## src/rtl/c32rc_pkg.sv

```systemverilog
// ----------------------------------------------------------------------------
// CRC-32 response checker package
// Shared types, constants and the single-byte CRC-32 function.
// ----------------------------------------------------------------------------
package c32rc_pkg;

  localparam logic [7:0]  StartMark = 8'h7C;
  localparam logic [31:0] CrcPoly   = 32'hEDB88320;
  localparam logic [31:0] CrcInit   = 32'hFFFFFFFF;
  localparam logic [31:0] CrcXorOut = 32'hFFFFFFFF;

  // group phase: start mark, four checksum bytes, one data byte
  localparam logic [2:0] PhaseStart = 3'd0;
  localparam logic [2:0] PhaseCrc0  = 3'd1;
  localparam logic [2:0] PhaseCrc1  = 3'd2;
  localparam logic [2:0] PhaseData  = 3'd5;

  typedef enum logic [1:0] {
    FaultNone       = 2'd0,
    FaultStart      = 2'd1,
    FaultCrc        = 2'd2,
    FaultIncomplete = 2'd3
  } fault_e;

  // reflected CRC-32 of one byte, one shift step per bit
  function automatic logic [31:0] crc_of_byte(input logic [7:0] b);
    logic [31:0] c;
    c = CrcInit ^ {24'd0, b};
    for (int i = 0; i < 8; i++) begin
      if (c[0]) begin
        c = (c >> 1) ^ CrcPoly;
      end else begin
        c = c >> 1;
      end
    end
    return c ^ CrcXorOut;
  endfunction

endpackage

```

## src/rtl/c32rc_in_if.sv

```systemverilog
// ----------------------------------------------------------------------------
// CRC-32 response checker input channel
// Valid/ready channel carrying one received byte and its last flag.
// ----------------------------------------------------------------------------
interface c32rc_in_if;
  logic       valid;
  logic       ready;
  logic [7:0] rx_byte;
  logic       last_byte;

  modport source (output valid, output rx_byte, output last_byte, input ready);
  modport sink   (input valid, input rx_byte, input last_byte, output ready);
endinterface

```

## src/rtl/c32rc_out_if.sv

```systemverilog
// ----------------------------------------------------------------------------
// CRC-32 response checker output channel
// Valid/ready channel carrying a checked data byte and the message verdict.
// ----------------------------------------------------------------------------
interface c32rc_out_if;
  logic       valid;
  logic       ready;
  logic [7:0] data_byte;
  logic       data_present;
  logic       end_of_message;
  logic       message_ok;
  logic [1:0] fault_code;

  modport source (output valid, output data_byte, output data_present,
                  output end_of_message, output message_ok, output fault_code,
                  input ready);
  modport sink   (input valid, input data_byte, input data_present,
                  input end_of_message, input message_ok, input fault_code,
                  output ready);
endinterface

```

## src/rtl/crc32_response_checker_top.sv

```systemverilog
// ----------------------------------------------------------------------------
// CRC-32 response checker
// Path: input register, then result register; the per-byte CRC and the
// check sit between them. Throughput: one byte per cycle unless out_o.ready
// is low with a result held, set by the single-pass byte CRC logic.
// Reset clears the stage valids, the group phase, checksum and fault state.
// ----------------------------------------------------------------------------
module crc32_response_checker_top (
  input  logic clk_i,
  input  logic rst_ni,
  c32rc_in_if.sink    in_i,
  c32rc_out_if.source out_o
);

  // input register
  logic       s1_valid_q, s1_valid_d;
  logic [7:0] s1_byte_q;
  logic       s1_last_q;
  logic       s1_adv;

  // message state
  logic [2:0]        phase_q, phase_d;
  logic [31:0]       shift_q, shift_d;
  c32rc_pkg::fault_e fault_q, fault_d;

  // result register
  logic       out_valid_q, out_valid_d;
  logic [7:0] out_data_q;
  logic       out_present_q;
  logic       out_end_q;
  logic       out_ok_q;
  logic [1:0] out_fault_q;

  logic              have_data;
  logic              produce;
  logic [2:0]        ph;
  logic [2:0]        ph_next;
  logic [31:0]       shift_upd;
  c32rc_pkg::fault_e fault_upd;
  c32rc_pkg::fault_e verdict;

  assign s1_adv     = s1_valid_q && (!out_valid_q || out_o.ready);
  assign in_i.ready = !s1_valid_q || s1_adv;

  always_comb begin
    s1_valid_d = s1_valid_q;
    if (in_i.ready) begin
      s1_valid_d = in_i.valid;
    end else if (s1_adv) begin
      s1_valid_d = 1'b0;
    end
  end

  always_ff @(posedge clk_i or negedge rst_ni) begin
    if (!rst_ni) begin
      s1_valid_q <= 1'b0;
    end else begin
      s1_valid_q <= s1_valid_d;
    end
  end

  always_ff @(posedge clk_i) begin
    if (in_i.valid && in_i.ready) begin
      s1_byte_q <= in_i.rx_byte;
      s1_last_q <= in_i.last_byte;
    end
  end

  // byte check
  always_comb begin
    ph        = (phase_q > c32rc_pkg::PhaseData) ? c32rc_pkg::PhaseCrc0 : phase_q;
    ph_next   = c32rc_pkg::PhaseCrc0;
    shift_upd = shift_q;
    fault_upd = fault_q;
    have_data = 1'b0;
    case (ph)
      c32rc_pkg::PhaseStart: begin
        if (s1_byte_q != c32rc_pkg::StartMark && fault_q == c32rc_pkg::FaultNone) begin
          fault_upd = c32rc_pkg::FaultStart;
        end
        shift_upd = '0;
      end
      c32rc_pkg::PhaseData: begin
        if (fault_q == c32rc_pkg::FaultNone) begin
          if (c32rc_pkg::crc_of_byte(s1_byte_q) == shift_q) begin
            have_data = 1'b1;
          end else begin
            fault_upd = c32rc_pkg::FaultCrc;
          end
        end
      end
      default: begin
        shift_upd = {shift_q[23:0], s1_byte_q};
        ph_next   = ph + 3'd1;
      end
    endcase

    verdict = fault_upd;
    if (fault_upd == c32rc_pkg::FaultNone && ph_next != c32rc_pkg::PhaseCrc0) begin
      verdict = c32rc_pkg::FaultIncomplete;
    end
    produce = have_data || s1_last_q;

    phase_d = phase_q;
    shift_d = shift_q;
    fault_d = fault_q;
    if (s1_adv) begin
      if (s1_last_q) begin
        // return to waiting for a start mark
        phase_d = c32rc_pkg::PhaseStart;
        shift_d = '0;
        fault_d = c32rc_pkg::FaultNone;
      end else begin
        phase_d = ph_next;
        shift_d = shift_upd;
        fault_d = fault_upd;
      end
    end
  end

  always_ff @(posedge clk_i or negedge rst_ni) begin
    if (!rst_ni) begin
      phase_q <= c32rc_pkg::PhaseStart;
      shift_q <= '0;
      fault_q <= c32rc_pkg::FaultNone;
    end else begin
      phase_q <= phase_d;
      shift_q <= shift_d;
      fault_q <= fault_d;
    end
  end

  // result register: hold until the transfer completes
  always_comb begin
    out_valid_d = out_valid_q && !out_o.ready;
    if (s1_adv) begin
      out_valid_d = produce;
    end
  end

  always_ff @(posedge clk_i or negedge rst_ni) begin
    if (!rst_ni) begin
      out_valid_q <= 1'b0;
    end else begin
      out_valid_q <= out_valid_d;
    end
  end

  always_ff @(posedge clk_i) begin
    if (s1_adv && produce) begin
      out_data_q    <= have_data ? s1_byte_q : 8'd0;
      out_present_q <= have_data;
      out_end_q     <= s1_last_q;
      out_ok_q      <= s1_last_q && (verdict == c32rc_pkg::FaultNone);
      out_fault_q   <= s1_last_q ? verdict : c32rc_pkg::FaultNone;
    end
  end

  assign out_o.valid          = out_valid_q;
  assign out_o.data_byte      = out_data_q;
  assign out_o.data_present   = out_present_q;
  assign out_o.end_of_message = out_end_q;
  assign out_o.message_ok     = out_ok_q;
  assign out_o.fault_code     = out_fault_q;

  // assertions
  a_result_has_cause: assert property (@(posedge clk_i) disable iff (!rst_ni)
    out_valid_q |-> (out_present_q || out_end_q))
    else $error("result with neither data nor end of message");

  a_ok_means_no_fault: assert property (@(posedge clk_i) disable iff (!rst_ni)
    (out_valid_q && out_end_q) |->
      (out_ok_q == (out_fault_q == c32rc_pkg::FaultNone)))
    else $error("verdict and fault code disagree");

  a_phase_range: assert property (@(posedge clk_i) disable iff (!rst_ni)
    phase_q <= c32rc_pkg::PhaseData)
    else $error("group phase out of range");

  a_last_restarts: assert property (@(posedge clk_i) disable iff (!rst_ni)
    (s1_adv && s1_last_q) |=>
      (phase_q == c32rc_pkg::PhaseStart && fault_q == c32rc_pkg::FaultNone))
    else $error("message state not cleared after last byte");

  a_no_data_after_fault: assert property (@(posedge clk_i) disable iff (!rst_ni)
    (s1_adv && fault_q != c32rc_pkg::FaultNone) |=> !(out_valid_q && out_present_q))
    else $error("data passed on after a fault");

endmodule
```

## src/flat_wrapper.sv

```systemverilog
// flat-port wrapper written by rule: the top's interface ports become plain ports
module crc32_response_checker_top_flat 
  (clk_i, rst_ni, in_i_valid, in_i_rx_byte, in_i_last_byte, in_i_ready, out_o_valid, out_o_data_byte, out_o_data_present, out_o_end_of_message, out_o_message_ok, out_o_fault_code, out_o_ready);
  c32rc_in_if in_i_i ();
  c32rc_out_if out_o_i ();
  input  logic clk_i;
  input  logic rst_ni;
  input wire logic [$bits(in_i_i.valid)-1:0] in_i_valid;
  input wire logic [$bits(in_i_i.rx_byte)-1:0] in_i_rx_byte;
  input wire logic [$bits(in_i_i.last_byte)-1:0] in_i_last_byte;
  output wire logic [$bits(in_i_i.ready)-1:0] in_i_ready;
  output wire logic [$bits(out_o_i.valid)-1:0] out_o_valid;
  output wire logic [$bits(out_o_i.data_byte)-1:0] out_o_data_byte;
  output wire logic [$bits(out_o_i.data_present)-1:0] out_o_data_present;
  output wire logic [$bits(out_o_i.end_of_message)-1:0] out_o_end_of_message;
  output wire logic [$bits(out_o_i.message_ok)-1:0] out_o_message_ok;
  output wire logic [$bits(out_o_i.fault_code)-1:0] out_o_fault_code;
  input wire logic [$bits(out_o_i.ready)-1:0] out_o_ready;
  assign in_i_i.valid = in_i_valid;
  assign in_i_i.rx_byte = in_i_rx_byte;
  assign in_i_i.last_byte = in_i_last_byte;
  assign in_i_ready = in_i_i.ready;
  assign out_o_valid = out_o_i.valid;
  assign out_o_data_byte = out_o_i.data_byte;
  assign out_o_data_present = out_o_i.data_present;
  assign out_o_end_of_message = out_o_i.end_of_message;
  assign out_o_message_ok = out_o_i.message_ok;
  assign out_o_fault_code = out_o_i.fault_code;
  assign out_o_i.ready = out_o_ready;
  crc32_response_checker_top u_core (.clk_i(clk_i), .rst_ni(rst_ni), .in_i(in_i_i), .out_o(out_o_i));
endmodule
```

## config.mk

```make
export PLATFORM = sky130hd
export DESIGN_NAME = crc32_response_checker_top_flat
export DESIGN_NICKNAME = d
export VERILOG_FILES = /design/src/rtl/c32rc_pkg.sv /design/src/rtl/c32rc_in_if.sv /design/src/rtl/c32rc_out_if.sv /design/src/rtl/crc32_response_checker_top.sv /design/src/flat_wrapper.sv
export SDC_FILE = /design/constraint.sdc
export NUM_CORES = 1
export LEC_CHECK = 0
export BUFFER_PORTS_ARGS = -buffer_cell sky130_fd_sc_hd__clkbuf_2
export CORE_ASPECT_RATIO = 0.8
export CORE_MARGIN = 5
export CORE_UTILIZATION = 60
export DETAILED_ROUTE_END_ITERATION = 8
export GPL_TIMING_DRIVEN = 0
export PLACE_DENSITY = 0.88
export SYNTH_ARGS = -nofsm -noshare
export SYNTH_HDL_FRONTEND = slang
export SYNTH_SLANG_ARGS = --single-unit
```

## constraint.sdc

```tcl
create_clock -name clk_i -period 5 [get_ports clk_i]
set_input_delay 0.5 -clock clk_i [delete_from_list [all_inputs] [get_ports clk_i]]
set_output_delay 0.5 -clock clk_i [all_outputs]
set_load 0.05 [all_outputs]
```

==> flow_summary.yaml <==
critical_path:
  criticalPathCategory: "reg -> reg"
  arrival_ns: 3.36
  slowest_delay_ns: 0.57
  cp_slowest_cell: "edfxtp_1"
  cp_max_fo: 11
  critical_path.endpoint_type: "flop"
  crit_required_ns: 5.05
  path_cells: "ha_1 > xnor3_1 > xnor2_1 > or3_1 > a221oi_2 > nand4_2 > o21ai_1 > buf_4"
  critPathLaunchType: "flop"
die:
  die_x_um: 93.6
  rows: 24
  initial_core_util_pct: 61.8
  die_area_um2: 7200
  die_h_um: 76.9
  coreArea_um2: 5440
  ios: 28
pwr:
  power.total_mw: 1.42
  leakagePower_nw: 1.70
  powerDensity_nw_per_um2: 373
  vdd_drop_max_mv: 0.254
final_layout:
  layout.nets: 353
  nFillCells: 386
  final_cell_mix: "dfrtp_1, a22o_1, xnor2_1"
  drive_above_1_share_pct: 17.6
  layout_commonest_cell: "dfrtp_1"
  fin_cells: 418
  n_antenna_cell: 0
  syn2layout_area_growth_pct: 13.0
detailed_routing:
  wl_um: 7430
  wl_per_cell_um: 17.8
  drt_iter0_drc: 236
  vias: 2497
  route.detailed.drc: 0
  postRouteAntennaNets: 0
  via_per_inst: 5.97
  firstDrtPassIters: 5
grt:
  met2_usage_pct: 31.8
  grtUsageMet3_pct: 9.20
  grt_busiest_layer: "met1"
  grt_pass1_wl_um: 12300
  gr-usage-all-layers_pct: 22.8
  grt_pass1_vias: 2412
  grt_max_degree: 40
  grt_util_met1_pct: 32.5
  overflow: 0
  antenna_found_initial: 0
clocking:
  root_buffer: "clkbuf_8"
  htree_num_levels: 3
  cts_resized: 0
  cts_setup_buffers: 0
  clk_pin_slew_ns: 0.07
  clock_sinks: 61
  cts_buffers: 9
  insertion_delay_ns: 0.35
  cts_buffer_depth: 2
  holdBufCountCts: 0
  cts_tree: "done"
job:
  cap_violations: 0
synthesis:
  synth_cells: 296
  ys_warn_count: 0
  synth.distinct_cells: 45
  synth-seq-cells: 61
  synth.cell_area_um2: 3360
  synth_fp_nets: 314
  synth_edf_count: 22
  avgSynthCellArea_um2: 11.3
  ys_async_sr_fraction_pct: 63.9
  yosysSeqAreaShare_pct: 48.7
  synth_flop_cell: "dfrtp_1"
run_status:
  status: "finished clean"
timing:
  relSlewSlack_pct: 36.1
  rsz0062_at_grt: "false"
  clock_skew_ns: 0.00950
  drv_slew: 0
  finalSetupTns_ns: 0
  hold_violations: 0
  finalCriticalPeriod_ns: 3.31
  period_share_pct: 66.2
  max_clock_freq_mhz: 302
  worst_pin_slew_ns: 0.958
  final-setup-viol-count: 0
placed_design:
  placed_cells: 402
  port_buffers: 27
  place.gp.congestion: 0.974
  hpwlAfterDp_um: 5400
hold_path:
  min_path_type: "in -> async"
[routing by layer]
metal / part of all wire (%) / wire length (um)
met2: 44 / 3240
met1: 46 / 3400
met4: 1.3 / 95
met5: 0 / 0
met3: 9.3 / 693
[through the flow]
stage | instance area, um^2 | hold slack [ns] | util, % | setup WS, ns
after floorplan | 3360 | 0.204 | - | 1.47
after global placement | 3590 | 0.477 | 66.1 | 0.971
after detailed placement | 3600 | 0.493 | 66.2 | 1.79
after CTS | 3790 | 0.306 | 69.8 | 1.72
after global routing | 3790 | 0.283 | 69.8 | 1.57
final | 3790 | 0.288 | 69.8 | 1.69
[synth_stat cells (4+ instances only)]
master    instances  area [um^2]
nor3_1           12         60.1
o21ai_0          12         60.1
nand2_1          14         52.6
xnor2_1          28          245
inv_1            14         52.6
nand3b_1          4         30.0
buf_2             6         30.0
mux2i_1           8         80.1
nand2b_1          5         31.3
and2_1            4         25.0
xor2_1            9         78.8
nand3_1           9         45.0
ha_1              5         62.6
clkbuf_1          9         33.8
dfrtp_1          39          976
nor2_1           13         48.8
a21oi_1           6         30.0
edfxtp_1         22          661
and3_1            6         37.5
a22o_1           33          289
xnor3_1           6          135
[area by class of cell]
type	instances	area, um^2	share of cell area, %
Clock inverter	4	30.0	0.791
Timing Repair Buffer	28	143	3.76
Inverter	14	52.6	1.38
Buffer	17	78.8	2.08
Tap cell	78	97.6	2.57
Sequential cell	61	1640	43.1
Clock buffer	12	166	4.39
Multi-Input combinational cell	204	1590	41.9
[critical path, delay by kind of cell (launching register included)]
family	cells	cell delay, ns
buffers and inverters	1	0.24
adders and majority gates	1	0.41
AOI/OAI and AO/OA	2	0.61
DFF	1	0.57
xor gates and xnor gates	2	0.61
and+or+nand+nor	2	0.56
[kinds of logic after synthesis]
logic type                 Yosys count  synth area share, %
xor gates and xnor gates            45                 14.6
AOI/OAI and AO/OA                   64                 15.2
DFF                                 61                 48.7
adders and majority gates            5                 1.86
buffers and inverters               31                 3.91
and+or+nand+nor                     82                 13.3
muxes                                8                 2.38
[power by group]
| group | switching (mW) | total [mW] | leakage, nW | internal [mW] |
|---|---|---|---|---|
| Clock | 0.200 | 0.425 | 0.0981 | 0.225 |
| Combinational | 0.233 | 0.382 | 0.853 | 0.150 |
| Sequential | 0.0452 | 0.609 | 0.744 | 0.564 |
[worst paths after layout]
kind	startpoint	to	slack (ns)	cells after the start
max in group asynchronous	rst_ni	u_core.shift_q[23]	4.11	1
hold reg to reg	u_core.s1_last_q	u_core.out_o.end_of_message	0.53	0
min in group clk_i	in_i_rx_byte[0]	u_core.s1_byte_q[0]	0.32	1
setup reg to reg	u_core.s1_byte_q[3]	u_core.out_o.data_byte[5]	1.69	8
setup / recovery	u_core.s1_byte_q[3]	u_core.out_o.data_byte[5]	1.69	8
hold / removal	rst_ni	u_core.s1_valid_q	0.29	1
[sequential cells by signal, summed over array words and instances, names as in the netlist, 2 cells and up]
name	cells
u_core.shift_q	32
u_core.out_o.data_byte	8
u_core.s1_byte_q	8
u_core.phase_q	3
u_core.fault_q	2
u_core.out_o.fault_code	2
(Power assumes the default switching activity.)
